### src/design/bsse_pkg.sv
// Shared constants, types and command/status structs for the bounded set store engine.
`timescale 1ns / 1ps

package bsse_pkg;

    localparam int NUM_SETS    = 16;
    localparam int SET_CAP     = 32;
    localparam int VALUE_WIDTH = 32;

    localparam int SET_W    = $clog2(NUM_SETS);
    localparam int POS_W    = $clog2(SET_CAP);
    localparam int LEN_W    = $clog2(SET_CAP + 1);
    localparam int SIU_W    = $clog2(NUM_SETS + 1);
    localparam int CNT_W    = (LEN_W > SIU_W) ? LEN_W : SIU_W;
    localparam int ADDR_W   = SET_W + POS_W;
    localparam int DEPTH    = NUM_SETS * SET_CAP;
    localparam int KIND_W   = 3;
    localparam int STATUS_W = 4;

    typedef enum logic [KIND_W-1:0] {
        KIND_CREATE = 3'd0,
        KIND_INSERT = 3'd1,
        KIND_REMOVE = 3'd2,
        KIND_UNION  = 3'd3,
        KIND_INTER  = 3'd4,
        KIND_SEARCH = 3'd5,
        KIND_READ   = 3'd6
    } kind_t;

    typedef enum logic [STATUS_W-1:0] {
        ST_OK        = 4'd0,
        ST_NO_ROOM   = 4'd1,
        ST_BAD_SET   = 4'd2,
        ST_ZERO      = 4'd3,
        ST_DUP       = 4'd4,
        ST_FULL      = 4'd5,
        ST_FEW       = 4'd6,
        ST_LARGE     = 4'd7,
        ST_NOT_FOUND = 4'd8
    } status_t;

    typedef enum logic [4:0] {
        S_IDLE, S_LEN_A, S_LEN_B, S_DECIDE,
        S_INS_RD, S_INS_CMP, S_INS_WR,
        S_RM_RD, S_RM_WR, S_RM_FIN,
        S_CP_RD, S_CP_WR,
        S_B_CHK, S_B_RD, S_B_HOLD, S_SC_RD, S_SC_CMP, S_B_DEC, S_COMMIT,
        S_SR_SET, S_SR_RD, S_SR_CMP, S_SR_FIN,
        S_RD_RD, S_RD_EM
    } state_t;

    // element memory read address forms: row / position
    typedef enum logic [1:0] {RS_AJ, RS_BI, RS_IJ, RS_I1J} rsel_t;
    // element memory write address forms
    typedef enum logic [1:0] {WS_ALEN, WS_NEWN, WS_IJ} wsel_t;
    typedef enum logic [1:0] {WD_VAL, WD_RD, WD_HOLD} wdat_t;
    typedef enum logic [1:0] {LA_A, LA_B, LA_I} lsel_t;
    typedef enum logic [2:0] {IX_ZERO, IX_A, IX_BAD, IX_SIU, IX_PEND} idx_t;
    typedef enum logic [2:0] {LN_ZERO, LN_LA, LN_LA_INC, LN_N, LN_PEND} lsrc_t;

    typedef struct packed {
        logic    load;
        logic    la_ld;
        logic    lb_ld;
        lsel_t   len_addr;
        logic    rd_en;
        rsel_t   rd_sel;
        logic    wr_en;
        wsel_t   wr_sel;
        wdat_t   wr_dat;
        logic    create;
        logic    ins_len;
        logic    remove;
        logic    commit;
        logic    i_set_a;
        logic    i_inc;
        logic    j_inc;
        logic    j_clr;
        logic    n_inc;
        logic    hold_ld;
        logic    found_set;
        logic    found_clr;
        logic    pend_ld;
        logic    emit;
        status_t em_status;
        idx_t    em_idx;
        lsrc_t   em_len;
        logic    em_elem;
        logic    em_last;
    } cmd_t;

    typedef struct packed {
        kind_t kind;
        logic  full;
        logic  few;
        logic  bad_a;
        logic  bad_b;
        logic  la_full;
        logic  la_zero;
        logic  zero;
        logic  i_end_b;
        logic  j_last_a;
        logic  j_last_s;
        logic  jcap_last;
        logic  s_len_zero;
        logic  i_end_siu;
        logic  i_rm_last;
        logic  a_is_last;
        logic  match_val;
        logic  match_hold;
        logic  n_full;
        logic  found;
        logic  pend_valid;
        logic  out_free;
    } sts_t;

endpackage

### src/design/bsse_ctrl.sv
// Sequencer state machine for the bounded set store engine.
`timescale 1ns / 1ps

module bsse_ctrl (
    input  logic          aclk,
    input  logic          aresetn,
    input  logic          s_valid,
    output logic          s_ready,
    input  bsse_pkg::sts_t sts,
    output bsse_pkg::cmd_t cmd
);

    bsse_pkg::state_t state_reg, state_next;

    function automatic bsse_pkg::cmd_t em(bsse_pkg::cmd_t c, bsse_pkg::status_t s,
                                          bsse_pkg::idx_t x, bsse_pkg::lsrc_t l,
                                          logic last);
        bsse_pkg::cmd_t r;
        r           = c;
        r.emit      = 1'b1;
        r.em_status = s;
        r.em_idx    = x;
        r.em_len    = l;
        r.em_last   = last;
        return r;
    endfunction

    always_ff @(posedge aclk) begin
        if (!aresetn) begin
            state_reg <= bsse_pkg::S_IDLE;
        end else begin
            state_reg <= state_next;
        end
    end

    assign s_ready = (state_reg == bsse_pkg::S_IDLE);

    always_comb begin
        state_next = state_reg;
        cmd        = '0;
        unique case (state_reg)
            bsse_pkg::S_IDLE: begin
                if (s_valid) begin
                    cmd.load   = 1'b1;
                    state_next = bsse_pkg::S_LEN_A;
                end
            end
            bsse_pkg::S_LEN_A: begin
                cmd.len_addr = bsse_pkg::LA_A;
                cmd.la_ld    = 1'b1;
                state_next   = bsse_pkg::S_LEN_B;
            end
            bsse_pkg::S_LEN_B: begin
                cmd.len_addr = bsse_pkg::LA_B;
                cmd.lb_ld    = 1'b1;
                state_next   = bsse_pkg::S_DECIDE;
            end
            bsse_pkg::S_DECIDE: begin
                unique case (sts.kind)
                    bsse_pkg::KIND_CREATE: begin
                        if (sts.out_free) begin
                            if (sts.full) begin
                                cmd = em(cmd, bsse_pkg::ST_NO_ROOM, bsse_pkg::IX_ZERO,
                                         bsse_pkg::LN_ZERO, 1'b1);
                            end else begin
                                cmd = em(cmd, bsse_pkg::ST_OK, bsse_pkg::IX_SIU,
                                         bsse_pkg::LN_ZERO, 1'b1);
                                cmd.create = 1'b1;
                            end
                            state_next = bsse_pkg::S_IDLE;
                        end
                    end
                    bsse_pkg::KIND_INSERT: begin
                        priority if (sts.bad_a || sts.la_full || sts.zero) begin
                            if (sts.out_free) begin
                                priority if (sts.bad_a) begin
                                    cmd = em(cmd, bsse_pkg::ST_BAD_SET, bsse_pkg::IX_A,
                                             bsse_pkg::LN_ZERO, 1'b1);
                                end else if (sts.la_full) begin
                                    cmd = em(cmd, bsse_pkg::ST_FULL, bsse_pkg::IX_A,
                                             bsse_pkg::LN_LA, 1'b1);
                                end else begin
                                    cmd = em(cmd, bsse_pkg::ST_ZERO, bsse_pkg::IX_A,
                                             bsse_pkg::LN_LA, 1'b1);
                                end
                                state_next = bsse_pkg::S_IDLE;
                            end
                        end else if (sts.la_zero) begin
                            state_next = bsse_pkg::S_INS_WR;
                        end else begin
                            state_next = bsse_pkg::S_INS_RD;
                        end
                    end
                    bsse_pkg::KIND_REMOVE: begin
                        priority if (sts.bad_a) begin
                            if (sts.out_free) begin
                                cmd = em(cmd, bsse_pkg::ST_BAD_SET, bsse_pkg::IX_A,
                                         bsse_pkg::LN_ZERO, 1'b1);
                                state_next = bsse_pkg::S_IDLE;
                            end
                        end else if (sts.a_is_last) begin
                            state_next = bsse_pkg::S_RM_FIN;
                        end else begin
                            cmd.i_set_a = 1'b1;
                            cmd.j_clr   = 1'b1;
                            state_next  = bsse_pkg::S_RM_RD;
                        end
                    end
                    bsse_pkg::KIND_UNION, bsse_pkg::KIND_INTER: begin
                        priority if (sts.full || sts.few || sts.bad_a || sts.bad_b) begin
                            if (sts.out_free) begin
                                priority if (sts.full) begin
                                    cmd = em(cmd, bsse_pkg::ST_NO_ROOM, bsse_pkg::IX_ZERO,
                                             bsse_pkg::LN_ZERO, 1'b1);
                                end else if (sts.few) begin
                                    cmd = em(cmd, bsse_pkg::ST_FEW, bsse_pkg::IX_ZERO,
                                             bsse_pkg::LN_ZERO, 1'b1);
                                end else begin
                                    cmd = em(cmd, bsse_pkg::ST_BAD_SET, bsse_pkg::IX_BAD,
                                             bsse_pkg::LN_ZERO, 1'b1);
                                end
                                state_next = bsse_pkg::S_IDLE;
                            end
                        end else if (sts.kind == bsse_pkg::KIND_UNION && !sts.la_zero) begin
                            state_next = bsse_pkg::S_CP_RD;
                        end else begin
                            state_next = bsse_pkg::S_B_CHK;
                        end
                    end
                    bsse_pkg::KIND_SEARCH: begin
                        state_next = sts.zero ? bsse_pkg::S_SR_FIN : bsse_pkg::S_SR_SET;
                    end
                    bsse_pkg::KIND_READ: begin
                        priority if (sts.bad_a || sts.la_zero) begin
                            if (sts.out_free) begin
                                if (sts.bad_a) begin
                                    cmd = em(cmd, bsse_pkg::ST_BAD_SET, bsse_pkg::IX_A,
                                             bsse_pkg::LN_ZERO, 1'b1);
                                end else begin
                                    cmd = em(cmd, bsse_pkg::ST_OK, bsse_pkg::IX_A,
                                             bsse_pkg::LN_ZERO, 1'b1);
                                end
                                state_next = bsse_pkg::S_IDLE;
                            end
                        end else begin
                            state_next = bsse_pkg::S_RD_RD;
                        end
                    end
                    default: begin
                        state_next = bsse_pkg::S_IDLE;
                    end
                endcase
            end
            bsse_pkg::S_INS_RD: begin
                cmd.rd_en  = 1'b1;
                cmd.rd_sel = bsse_pkg::RS_AJ;
                state_next = bsse_pkg::S_INS_CMP;
            end
            bsse_pkg::S_INS_CMP: begin
                if (sts.match_val) begin
                    if (sts.out_free) begin
                        cmd = em(cmd, bsse_pkg::ST_DUP, bsse_pkg::IX_A,
                                 bsse_pkg::LN_LA, 1'b1);
                        state_next = bsse_pkg::S_IDLE;
                    end
                end else begin
                    cmd.j_inc  = 1'b1;
                    state_next = sts.j_last_a ? bsse_pkg::S_INS_WR : bsse_pkg::S_INS_RD;
                end
            end
            bsse_pkg::S_INS_WR: begin
                if (sts.out_free) begin
                    cmd = em(cmd, bsse_pkg::ST_OK, bsse_pkg::IX_A,
                             bsse_pkg::LN_LA_INC, 1'b1);
                    cmd.wr_en   = 1'b1;
                    cmd.wr_sel  = bsse_pkg::WS_ALEN;
                    cmd.wr_dat  = bsse_pkg::WD_VAL;
                    cmd.ins_len = 1'b1;
                    state_next  = bsse_pkg::S_IDLE;
                end
            end
            bsse_pkg::S_RM_RD: begin
                cmd.rd_en  = 1'b1;
                cmd.rd_sel = bsse_pkg::RS_I1J;
                state_next = bsse_pkg::S_RM_WR;
            end
            bsse_pkg::S_RM_WR: begin
                cmd.wr_en  = 1'b1;
                cmd.wr_sel = bsse_pkg::WS_IJ;
                cmd.wr_dat = bsse_pkg::WD_RD;
                if (sts.jcap_last) begin
                    cmd.j_clr  = 1'b1;
                    cmd.i_inc  = 1'b1;
                    state_next = sts.i_rm_last ? bsse_pkg::S_RM_FIN : bsse_pkg::S_RM_RD;
                end else begin
                    cmd.j_inc  = 1'b1;
                    state_next = bsse_pkg::S_RM_RD;
                end
            end
            bsse_pkg::S_RM_FIN: begin
                if (sts.out_free) begin
                    cmd = em(cmd, bsse_pkg::ST_OK, bsse_pkg::IX_A, bsse_pkg::LN_LA, 1'b1);
                    cmd.remove = 1'b1;
                    state_next = bsse_pkg::S_IDLE;
                end
            end
            bsse_pkg::S_CP_RD: begin
                cmd.rd_en  = 1'b1;
                cmd.rd_sel = bsse_pkg::RS_AJ;
                state_next = bsse_pkg::S_CP_WR;
            end
            bsse_pkg::S_CP_WR: begin
                cmd.wr_en  = 1'b1;
                cmd.wr_sel = bsse_pkg::WS_NEWN;
                cmd.wr_dat = bsse_pkg::WD_RD;
                cmd.n_inc  = 1'b1;
                if (sts.j_last_a) begin
                    cmd.j_clr  = 1'b1;
                    state_next = bsse_pkg::S_B_CHK;
                end else begin
                    cmd.j_inc  = 1'b1;
                    state_next = bsse_pkg::S_CP_RD;
                end
            end
            bsse_pkg::S_B_CHK: begin
                state_next = sts.i_end_b ? bsse_pkg::S_COMMIT : bsse_pkg::S_B_RD;
            end
            bsse_pkg::S_B_RD: begin
                cmd.rd_en  = 1'b1;
                cmd.rd_sel = bsse_pkg::RS_BI;
                state_next = bsse_pkg::S_B_HOLD;
            end
            bsse_pkg::S_B_HOLD: begin
                cmd.hold_ld   = 1'b1;
                cmd.found_clr = 1'b1;
                cmd.j_clr     = 1'b1;
                state_next    = sts.la_zero ? bsse_pkg::S_B_DEC : bsse_pkg::S_SC_RD;
            end
            bsse_pkg::S_SC_RD: begin
                cmd.rd_en  = 1'b1;
                cmd.rd_sel = bsse_pkg::RS_AJ;
                state_next = bsse_pkg::S_SC_CMP;
            end
            bsse_pkg::S_SC_CMP: begin
                if (sts.match_hold) begin
                    cmd.found_set = 1'b1;
                    state_next    = bsse_pkg::S_B_DEC;
                end else begin
                    cmd.j_inc  = 1'b1;
                    state_next = sts.j_last_a ? bsse_pkg::S_B_DEC : bsse_pkg::S_SC_RD;
                end
            end
            bsse_pkg::S_B_DEC: begin
                if (sts.kind == bsse_pkg::KIND_UNION) begin
                    priority if (sts.found) begin
                        cmd.i_inc  = 1'b1;
                        state_next = bsse_pkg::S_B_CHK;
                    end else if (sts.n_full) begin
                        if (sts.out_free) begin
                            cmd = em(cmd, bsse_pkg::ST_LARGE, bsse_pkg::IX_ZERO,
                                     bsse_pkg::LN_ZERO, 1'b1);
                            state_next = bsse_pkg::S_IDLE;
                        end
                    end else begin
                        cmd.wr_en  = 1'b1;
                        cmd.wr_sel = bsse_pkg::WS_NEWN;
                        cmd.wr_dat = bsse_pkg::WD_HOLD;
                        cmd.n_inc  = 1'b1;
                        cmd.i_inc  = 1'b1;
                        state_next = bsse_pkg::S_B_CHK;
                    end
                end else begin
                    if (sts.found) begin
                        cmd.wr_en  = 1'b1;
                        cmd.wr_sel = bsse_pkg::WS_NEWN;
                        cmd.wr_dat = bsse_pkg::WD_HOLD;
                        cmd.n_inc  = 1'b1;
                    end
                    cmd.i_inc  = 1'b1;
                    state_next = bsse_pkg::S_B_CHK;
                end
            end
            bsse_pkg::S_COMMIT: begin
                if (sts.out_free) begin
                    cmd = em(cmd, bsse_pkg::ST_OK, bsse_pkg::IX_SIU, bsse_pkg::LN_N, 1'b1);
                    cmd.commit = 1'b1;
                    state_next = bsse_pkg::S_IDLE;
                end
            end
            bsse_pkg::S_SR_SET: begin
                cmd.len_addr = bsse_pkg::LA_I;
                priority if (sts.i_end_siu) begin
                    state_next = bsse_pkg::S_SR_FIN;
                end else if (sts.s_len_zero) begin
                    cmd.i_inc = 1'b1;
                end else begin
                    cmd.j_clr  = 1'b1;
                    state_next = bsse_pkg::S_SR_RD;
                end
            end
            bsse_pkg::S_SR_RD: begin
                cmd.len_addr = bsse_pkg::LA_I;
                cmd.rd_en    = 1'b1;
                cmd.rd_sel   = bsse_pkg::RS_IJ;
                state_next   = bsse_pkg::S_SR_CMP;
            end
            bsse_pkg::S_SR_CMP: begin
                cmd.len_addr = bsse_pkg::LA_I;
                if (sts.match_val) begin
                    if (!sts.pend_valid || sts.out_free) begin
                        if (sts.pend_valid) begin
                            cmd = em(cmd, bsse_pkg::ST_OK, bsse_pkg::IX_PEND,
                                     bsse_pkg::LN_PEND, 1'b0);
                        end
                        cmd.pend_ld = 1'b1;
                        cmd.i_inc   = 1'b1;
                        state_next  = bsse_pkg::S_SR_SET;
                    end
                end else if (sts.j_last_s) begin
                    cmd.i_inc  = 1'b1;
                    state_next = bsse_pkg::S_SR_SET;
                end else begin
                    cmd.j_inc  = 1'b1;
                    state_next = bsse_pkg::S_SR_RD;
                end
            end
            bsse_pkg::S_SR_FIN: begin
                if (sts.out_free) begin
                    if (sts.pend_valid) begin
                        cmd = em(cmd, bsse_pkg::ST_OK, bsse_pkg::IX_PEND,
                                 bsse_pkg::LN_PEND, 1'b1);
                    end else begin
                        cmd = em(cmd, bsse_pkg::ST_NOT_FOUND, bsse_pkg::IX_ZERO,
                                 bsse_pkg::LN_ZERO, 1'b1);
                    end
                    state_next = bsse_pkg::S_IDLE;
                end
            end
            bsse_pkg::S_RD_RD: begin
                cmd.rd_en  = 1'b1;
                cmd.rd_sel = bsse_pkg::RS_AJ;
                state_next = bsse_pkg::S_RD_EM;
            end
            bsse_pkg::S_RD_EM: begin
                if (sts.out_free) begin
                    cmd = em(cmd, bsse_pkg::ST_OK, bsse_pkg::IX_A, bsse_pkg::LN_LA,
                             sts.j_last_a);
                    cmd.em_elem = 1'b1;
                    cmd.j_inc   = 1'b1;
                    state_next  = sts.j_last_a ? bsse_pkg::S_IDLE : bsse_pkg::S_RD_RD;
                end
            end
            default: begin
                state_next = bsse_pkg::S_IDLE;
            end
        endcase
    end

`ifndef SYNTH
    a_accept_leaves_idle: assert property (@(posedge aclk) disable iff (!aresetn)
        (s_valid && s_ready) |=> (state_reg == bsse_pkg::S_LEN_A))
        else $error("accepted request did not start decoding");
    a_emit_only_when_free: assert property (@(posedge aclk) disable iff (!aresetn)
        cmd.emit |-> sts.out_free)
        else $error("result issued while output register is occupied");
    a_no_write_in_idle: assert property (@(posedge aclk) disable iff (!aresetn)
        (state_reg == bsse_pkg::S_IDLE) |-> !cmd.wr_en)
        else $error("element memory written while idle");
`endif

endmodule

### config.mk
export PLATFORM = sky130hd
export DESIGN_NAME = bsse_ctrl
export DESIGN_NICKNAME = d
export VERILOG_FILES = /design/src/design/bsse_pkg.sv /design/src/design/bsse_ctrl.sv
export SDC_FILE = /design/constraint.sdc
export NUM_CORES = 1
export LEC_CHECK = 0
export BUFFER_PORTS_ARGS = -buffer_cell sky130_fd_sc_hd__buf_2
export CAP_MARGIN = 15
export CORE_MARGIN = 2
export CORE_UTILIZATION = 45
export CTS_CLUSTER_DIAMETER = 100
export CTS_CLUSTER_SIZE = 8
export DETAILED_ROUTE_END_ITERATION = 7
export PLACE_DENSITY_LB_ADDON = 0.12
export SETUP_SLACK_MARGIN = 0.1
export SYNTH_ARGS = -nofsm -noshare
export SYNTH_HDL_FRONTEND = slang
export SYNTH_SLANG_ARGS = --single-unit
### constraint.sdc
create_clock -name aclk -period 1.7 [get_ports aclk]
set_clock_uncertainty 0.15 [all_clocks]
set_input_delay 0.085 -clock aclk [delete_from_list [all_inputs] [get_ports aclk]]
set_output_delay 0.085 -clock aclk [all_outputs]
set_load 0.02 [all_outputs]
==> results.rst, run 1 <==
.. list-table::
   :header-rows: 1

   * - Metric
     - Value
   * - Number of sinks driven by the clock tree
     - 5
   * - Master cell of the clock root buffer
     - clkbuf_8
   * - Initial Utilization
     - between 40% and 50%
   * - Most frequently used cell type in the post-synthesis netlist
     - nand2_1
   * - Post-synth EDFFs
     - 0
   * - Main flop type after synthesis
     - dfxtp_1
   * - Height of the chip
     - about 70 µm
   * - Number of register bits inferred by synthesis
     - 5
   * - Run status
     - aborted with a tool error
   * - Die extent in x
     - 70.2 µm
   * - Routability-driven placement congestion ratio
     - between 1 and 1.5
   * - Maximum root-to-sink buffer count
     - 2
   * - Synthesized Nets
     - about 340
   * - Post-synthesis cell type count
     - between 70 and 80
   * - Top-level port count
     - 67
   * - Number of I/O port buffers
     - 66
   * - Stage where the flow stopped
     - global routing (5_1_grt)
   * - Last worst endpoint in the global-route repair_timing
     - cmd[0]
   * - Number of placed instances, taps included
     - approximately 500
   * - Deepest level of the CTS H-tree
     - 1
   * - Count of standard-cell rows
     - 24
   * - Number of standard cells after synthesis
     - 309
   * - Mapped Avg Cell Area
     - about 6.4 µm²
   * - Leading post-synthesis cells by instance count
     - nand2_1, nor2_1, a21oi_1, nor3_1, nor2b_1
   * - Area fraction of the dominant cell type after synthesis
     - 6.08%
   * - Dpl hpwl
     - approximately 7.6 mm
   * - Category of the worst endpoint
     - primary output
   * - Number of buffers inserted during clock tree synthesis
     - 3
   * - Maximum number of pins on one net before global-route repair
     - 16
   * - Top cells by area in the synthesized netlist
     - nand2_1, a21oi_1, dfxtp_1
   * - Async set-reset flop share out of synthesis
     - 0%
   * - Total of warnings raised by yosys
     - 0
   * - Largest area contributor in the netlist
     - nand2_1
   * - Post-synth design cell area
     - 1970 µm²
   * - Sequential element share of the synthesized area
     - under 10%
   * - First error in the log
     - [ERROR DPL-0038] Utilization greater than 100%, impossible to legalize
==> stage by stage <==
stage / area (µm²) / setup WS, ns / utilization (%)
global placement: 3270 / -0.349 / 76.2
floorplan: 2260 / -0.0539 / -
CTS: 4090 / -0.363 / 95.3
detailed placement: 3270 / -0.366 / 76.2
==> cells by family after synthesis <==
kind of cell	synth area share (%)
AND/OR/NAND/NOR	48.3
AO/OA/AOI/OAI	34.7
multiplexers	1.58
flip-flops	5.07
buffers and inverters	9.89
XOR/XNOR	0.444
==> timing repair <==
action,CTS
gates resized for setup,159
pin swaps,43
gates cloned,0
hold endpoints to repair,3
endpoints found under the setup margin,45
hold buffers,1
setup buffers,25
==> inputs of run 2 (changes only) <==
Settings changed: CORE_UTILIZATION 45 to 30, CTS_CLUSTER_DIAMETER 100 to default, CTS_CLUSTER_SIZE 8 to default, PLACE_DENSITY_LB_ADDON 0.12 to 0.15, SETUP_SLACK_MARGIN 0.1 to default.
Clock period 1.7 ns to 2.2 ns, I/O delays scaled along.
==> run 2 against run 1 <==
  * The flow now finishes without violations
  * Synthesized area is the same
  * Synthesized cell count unchanged
==> results.rst, run 2 <==
.. list-table::
   :header-rows: 1

   * - Metric
     - Value
   * - Deepest level of the CTS H-tree
     - 1 (unchanged)
   * - Leakage
     - roughly 1.3 nW
   * - Count of standard-cell rows
     - 29 (was 24)
   * - Area of the core
     - ~6300 µm²
   * - Area fraction of the dominant cell type after synthesis
     - 6.08% (unchanged)
   * - Dpl hpwl
     - 7.00 mm (was 7.65 mm)
   * - Power per unit of standard cell area
     - between 200 and 250 nW/µm²
   * - Largest register FFs
     - 5
   * - Largest area contributor in the netlist
     - nand2_1 (unchanged)
   * - Die extent in x
     - 85.1 µm (was 70.2 µm)
   * - Post-synthesis xor/xnor area fraction
     - 0.444% (unchanged)
   * - Number of vias after detailed routing
     - approximately 2,800
   * - Worst setup EP type
     - output port
   * - Layout overhead on the synthesized area
     - 43.4%
   * - Antenna violations before repair
     - 0
   * - Share of the clock period used by the worst path
     - 97.5%
   * - Class of the most critical hold timing path
     - in2reg
   * - Largest family of logic cells by synthesized area
     - simple AND/OR/NAND/NOR gates (unchanged)
   * - Transition time at the pin with the least slew margin
     - between 0.5 and 0.6 ns
   * - Basic-gate share of the synthesized area counting and, or, nand and nor cells
     - 48.3% (unchanged)
   * - Util after Layout
     - roughly 45%
   * - Top-level port count
     - 67 (unchanged)
   * - Post-synthesis cell type count
     - 71 (unchanged)
   * - Master cell of the clock root buffer
     - clkbuf_8 (unchanged)
   * - Initial Utilization
     - 31.1% (was 46.0%)
   * - Post-synthesis share of cell area spent on full adders, half adders and majority gates
     - 0% (unchanged)
   * - Number of failing setup endpoints in the final timing report
     - 0
   * - Main flop type after synthesis
     - dfxtp_1 (unchanged)
   * - Critical path required time
     - around 1.9 ns
   * - Top cells by area in the synthesized netlist
     - nand2_1, a21oi_1, dfxtp_1 (unchanged)
   * - Number of I/O port buffers
     - 66 (unchanged)
   * - Critical path class
     - reg2out
   * - Clock edge transition at the registers on the reported setup and hold paths
     - about 0.04 ns
   * - Count of filler cells inserted in the layout
     - 686
   * - Maximum number of pins on one net before global-route repair
     - 25
   * - Max IR drop VDD
     - 0.000135 V
   * - Time the worst path needs with I/O delays and setup
     - approximately 2.1 ns
   * - Hold path startpoint
     - aresetn
   * - Final Net Count
     - between 400 and 500
   * - Synthesized Nets
     - 336 (unchanged)
   * - Hold Vio Cnt, Final
     - 0
   * - Routability-driven placement congestion ratio
     - 0.973 (was 1.04)
   * - Endpoint arrival time on the critical path
     - around 1.9 ns
   * - Post-synth design cell area
     - 1970 µm² (unchanged)
   * - Maximum root-to-sink buffer count
     - 2 (unchanged)
   * - Critical Path Fanout Max
     - 9
   * - Post-synth EDFFs
     - 0 (unchanged)
   * - CTS tree
     - yes
   * - Launch point of the worst reg-to-reg path
     - state_reg[0]
   * - Final total negative setup slack
     - 0 ns
   * - Number of nets with antenna violations after detailed routing
     - 0
   * - Total length of routed wires
     - 8.70 mm
   * - Achievable clock frequency
     - 0.466 GHz
   * - Number of DRC markers after the initial detailed-route iteration
     - ~220
   * - DR DRC count
     - 0
   * - Leading cell types in the layout, fill and taps excluded
     - buf_2, buf_4, nand2_1
   * - GRT Overall Usage
     - between 20% and 30%
   * - Compound-gate portion of the synthesized area
     - 34.7% (unchanged)
   * - Leading cell type in the layout, fill and taps excluded
     - buf_2
   * - Crit path from
     - state_reg[3]
   * - Async set-reset flop share out of synthesis
     - 0% (unchanged)
   * - Remaining global-route overflow
     - 0
   * - Number of sinks driven by the clock tree
     - 5 (unchanged)
   * - Total of warnings raised by yosys
     - 0 (unchanged)
   * - Largest stage delay on the critical path
     - 0.37 ns
   * - Number of register bits inferred by synthesis
     - 5 (unchanged)
   * - Fraction of final layout cells sized beyond drive strength 1
     - about 37%
   * - Total of max-cap violations
     - 0
   * - Startpoint Class
     - flip-flop
   * - Number of standard cells after synthesis
     - 309 (unchanged)
   * - Area after DPL
     - 2680 µm² (was 3270 µm²)
   * - Height of the chip
     - 85.1 µm (was 70.2 µm)
   * - Slowest-stage cell, CP
     - dfxtp_4
   * - Vias per cell
     - between 5 and 6
   * - N_diodes
     - 0
   * - Count of non-filler cells in the finished layout
     - slightly below 500
   * - Leading post-synthesis cells by instance count
     - nand2_1, nor2_1, a21oi_1, nor3_1, nor2b_1 (unchanged)
   * - First-pass iteration count of the detailed router
     - 5
   * - Post-layout instance area
     - approximately 2800 µm²
   * - Cell occurring most often along the worst timing path
     - buf_4
   * - First-pass GRT wire length
     - roughly 14 mm
   * - Via count of the first global-routing pass
     - around 2,600
   * - Mapped Avg Cell Area
     - 6.39 µm² (unchanged)
   * - Most frequently used cell type in the post-synthesis netlist
     - nand2_1 (unchanged)
   * - Cells along the critical path
     - buf_4 -> nor3b_2 -> buf_4 -> and2_1 -> a2111oi_2 -> o21ai_1 -> buf_2
   * - Avg WL per Cell
     - about 18 µm
   * - Die area
     - 7250 µm²
   * - Worst relative slew slack
     - ~64%
   * - Number of placed instances, taps included
     - 475 (was 503)
   * - Number of buffers inserted during clock tree synthesis
     - 3 (unchanged)
   * - Final Max Tran Viols
     - 0
   * - Fraction of synthesized area in multiplexers
     - 1.58% (unchanged)
   * - Run status
     - finished, final reports clean (was aborted with a tool error)
   * - Worst-skew pair later-pin latency
     - between 0.2 and 0.25 ns
   * - Sequential element share of the synthesized area
     - 5.07% (unchanged)
   * - WHS
     - 0.0270 ns
[run 2: cell counts after synthesis]
Identical to the previous run, type by type.
[run 2: layout make-up]
| class | instances | area [µm²] | area share [%] |
|---|---|---|---|
| tap | 77 | 96.3 | 3.40 |
| clock buffer | 4 | 45.0 | 1.59 |
| timing repair buffer | 122 | 795 | 28.1 |
| sequential | 5 | 116 | 4.11 |
| inverter | 13 | 48.8 | 1.72 |
| multi-input combinational | 262 | 1730 | 61.1 |
[run 2: stage by stage]
stage | setup slack [ns] | total power, mW
after floorplan | 0.0428 | 0.309
after global placement | -0.0945 | 0.490
after detailed placement | 0.00852 | 0.485
after CTS | 0.00785 | 0.660
after global routing | -0.00357 | 0.717
final | 0.0543 | 0.676
[run 2: what timing repair did]
| action | CTS | global route |
|---|---|---|
| gates resized for setup | 10 | 15 |
| hold buffers | 0 | 0 |
| buffers inserted | 0 | 4 |
| hold endpoints to repair | 0 | 0 |
| pin swaps | 0 | 6 |
| setup endpoints to repair | 15 | 13 |
[run 2: worst paths after layout]
path                  end  slack [ns]  cells past startpoint
max               cmd[19]        0.05                      7
min reg2reg  state_reg[4]        0.40                      2
max reg2reg  state_reg[1]        0.10                      7
min          state_reg[0]        0.03                      2
[run 2: cells by family after synthesis]
logic type             count (synthesis)
AND/OR/NAND/NOR                      162
AO/OA/AOI/OAI                         96
buffers and inverters                 42
flip-flops                             5
multiplexers                           3
XOR/XNOR                               1
[run 2: worst max-delay path, delay by kind of cell (launching register included)]
family,cells,cell delay (ns)
AOI/OAI and AO/OA,2,0.45
buffers and inverters,3,0.48
DFF,1,0.37
and+or+nand+nor,2,0.36
[run 2: per-layer routing]
| layer | global-route usage (%) | vias up | part of all wire, % |
|---|---|---|---|
| met3 | 1.26 | 8 | 4.7 |
| met4 | 5.34 | 0 | 1.0 |
| li1 | - | 1364 | - |
| met2 | 39.3 | 87 | 49 |
| met1 | 31.9 | 1348 | 45 |
| met5 | 0 | - | 0 |
[run 2: power breakdown]
group | total (mW) | leakage [nW] | internal (mW) | switching [mW]
registers | 0.107 | 0.0441 | 0.0926 | 0.0143
clock network | 0.176 | 0.0228 | 0.125 | 0.0508
logic | 0.393 | 1.24 | 0.167 | 0.226
Note: power is estimated with default switching activity, not from simulation.
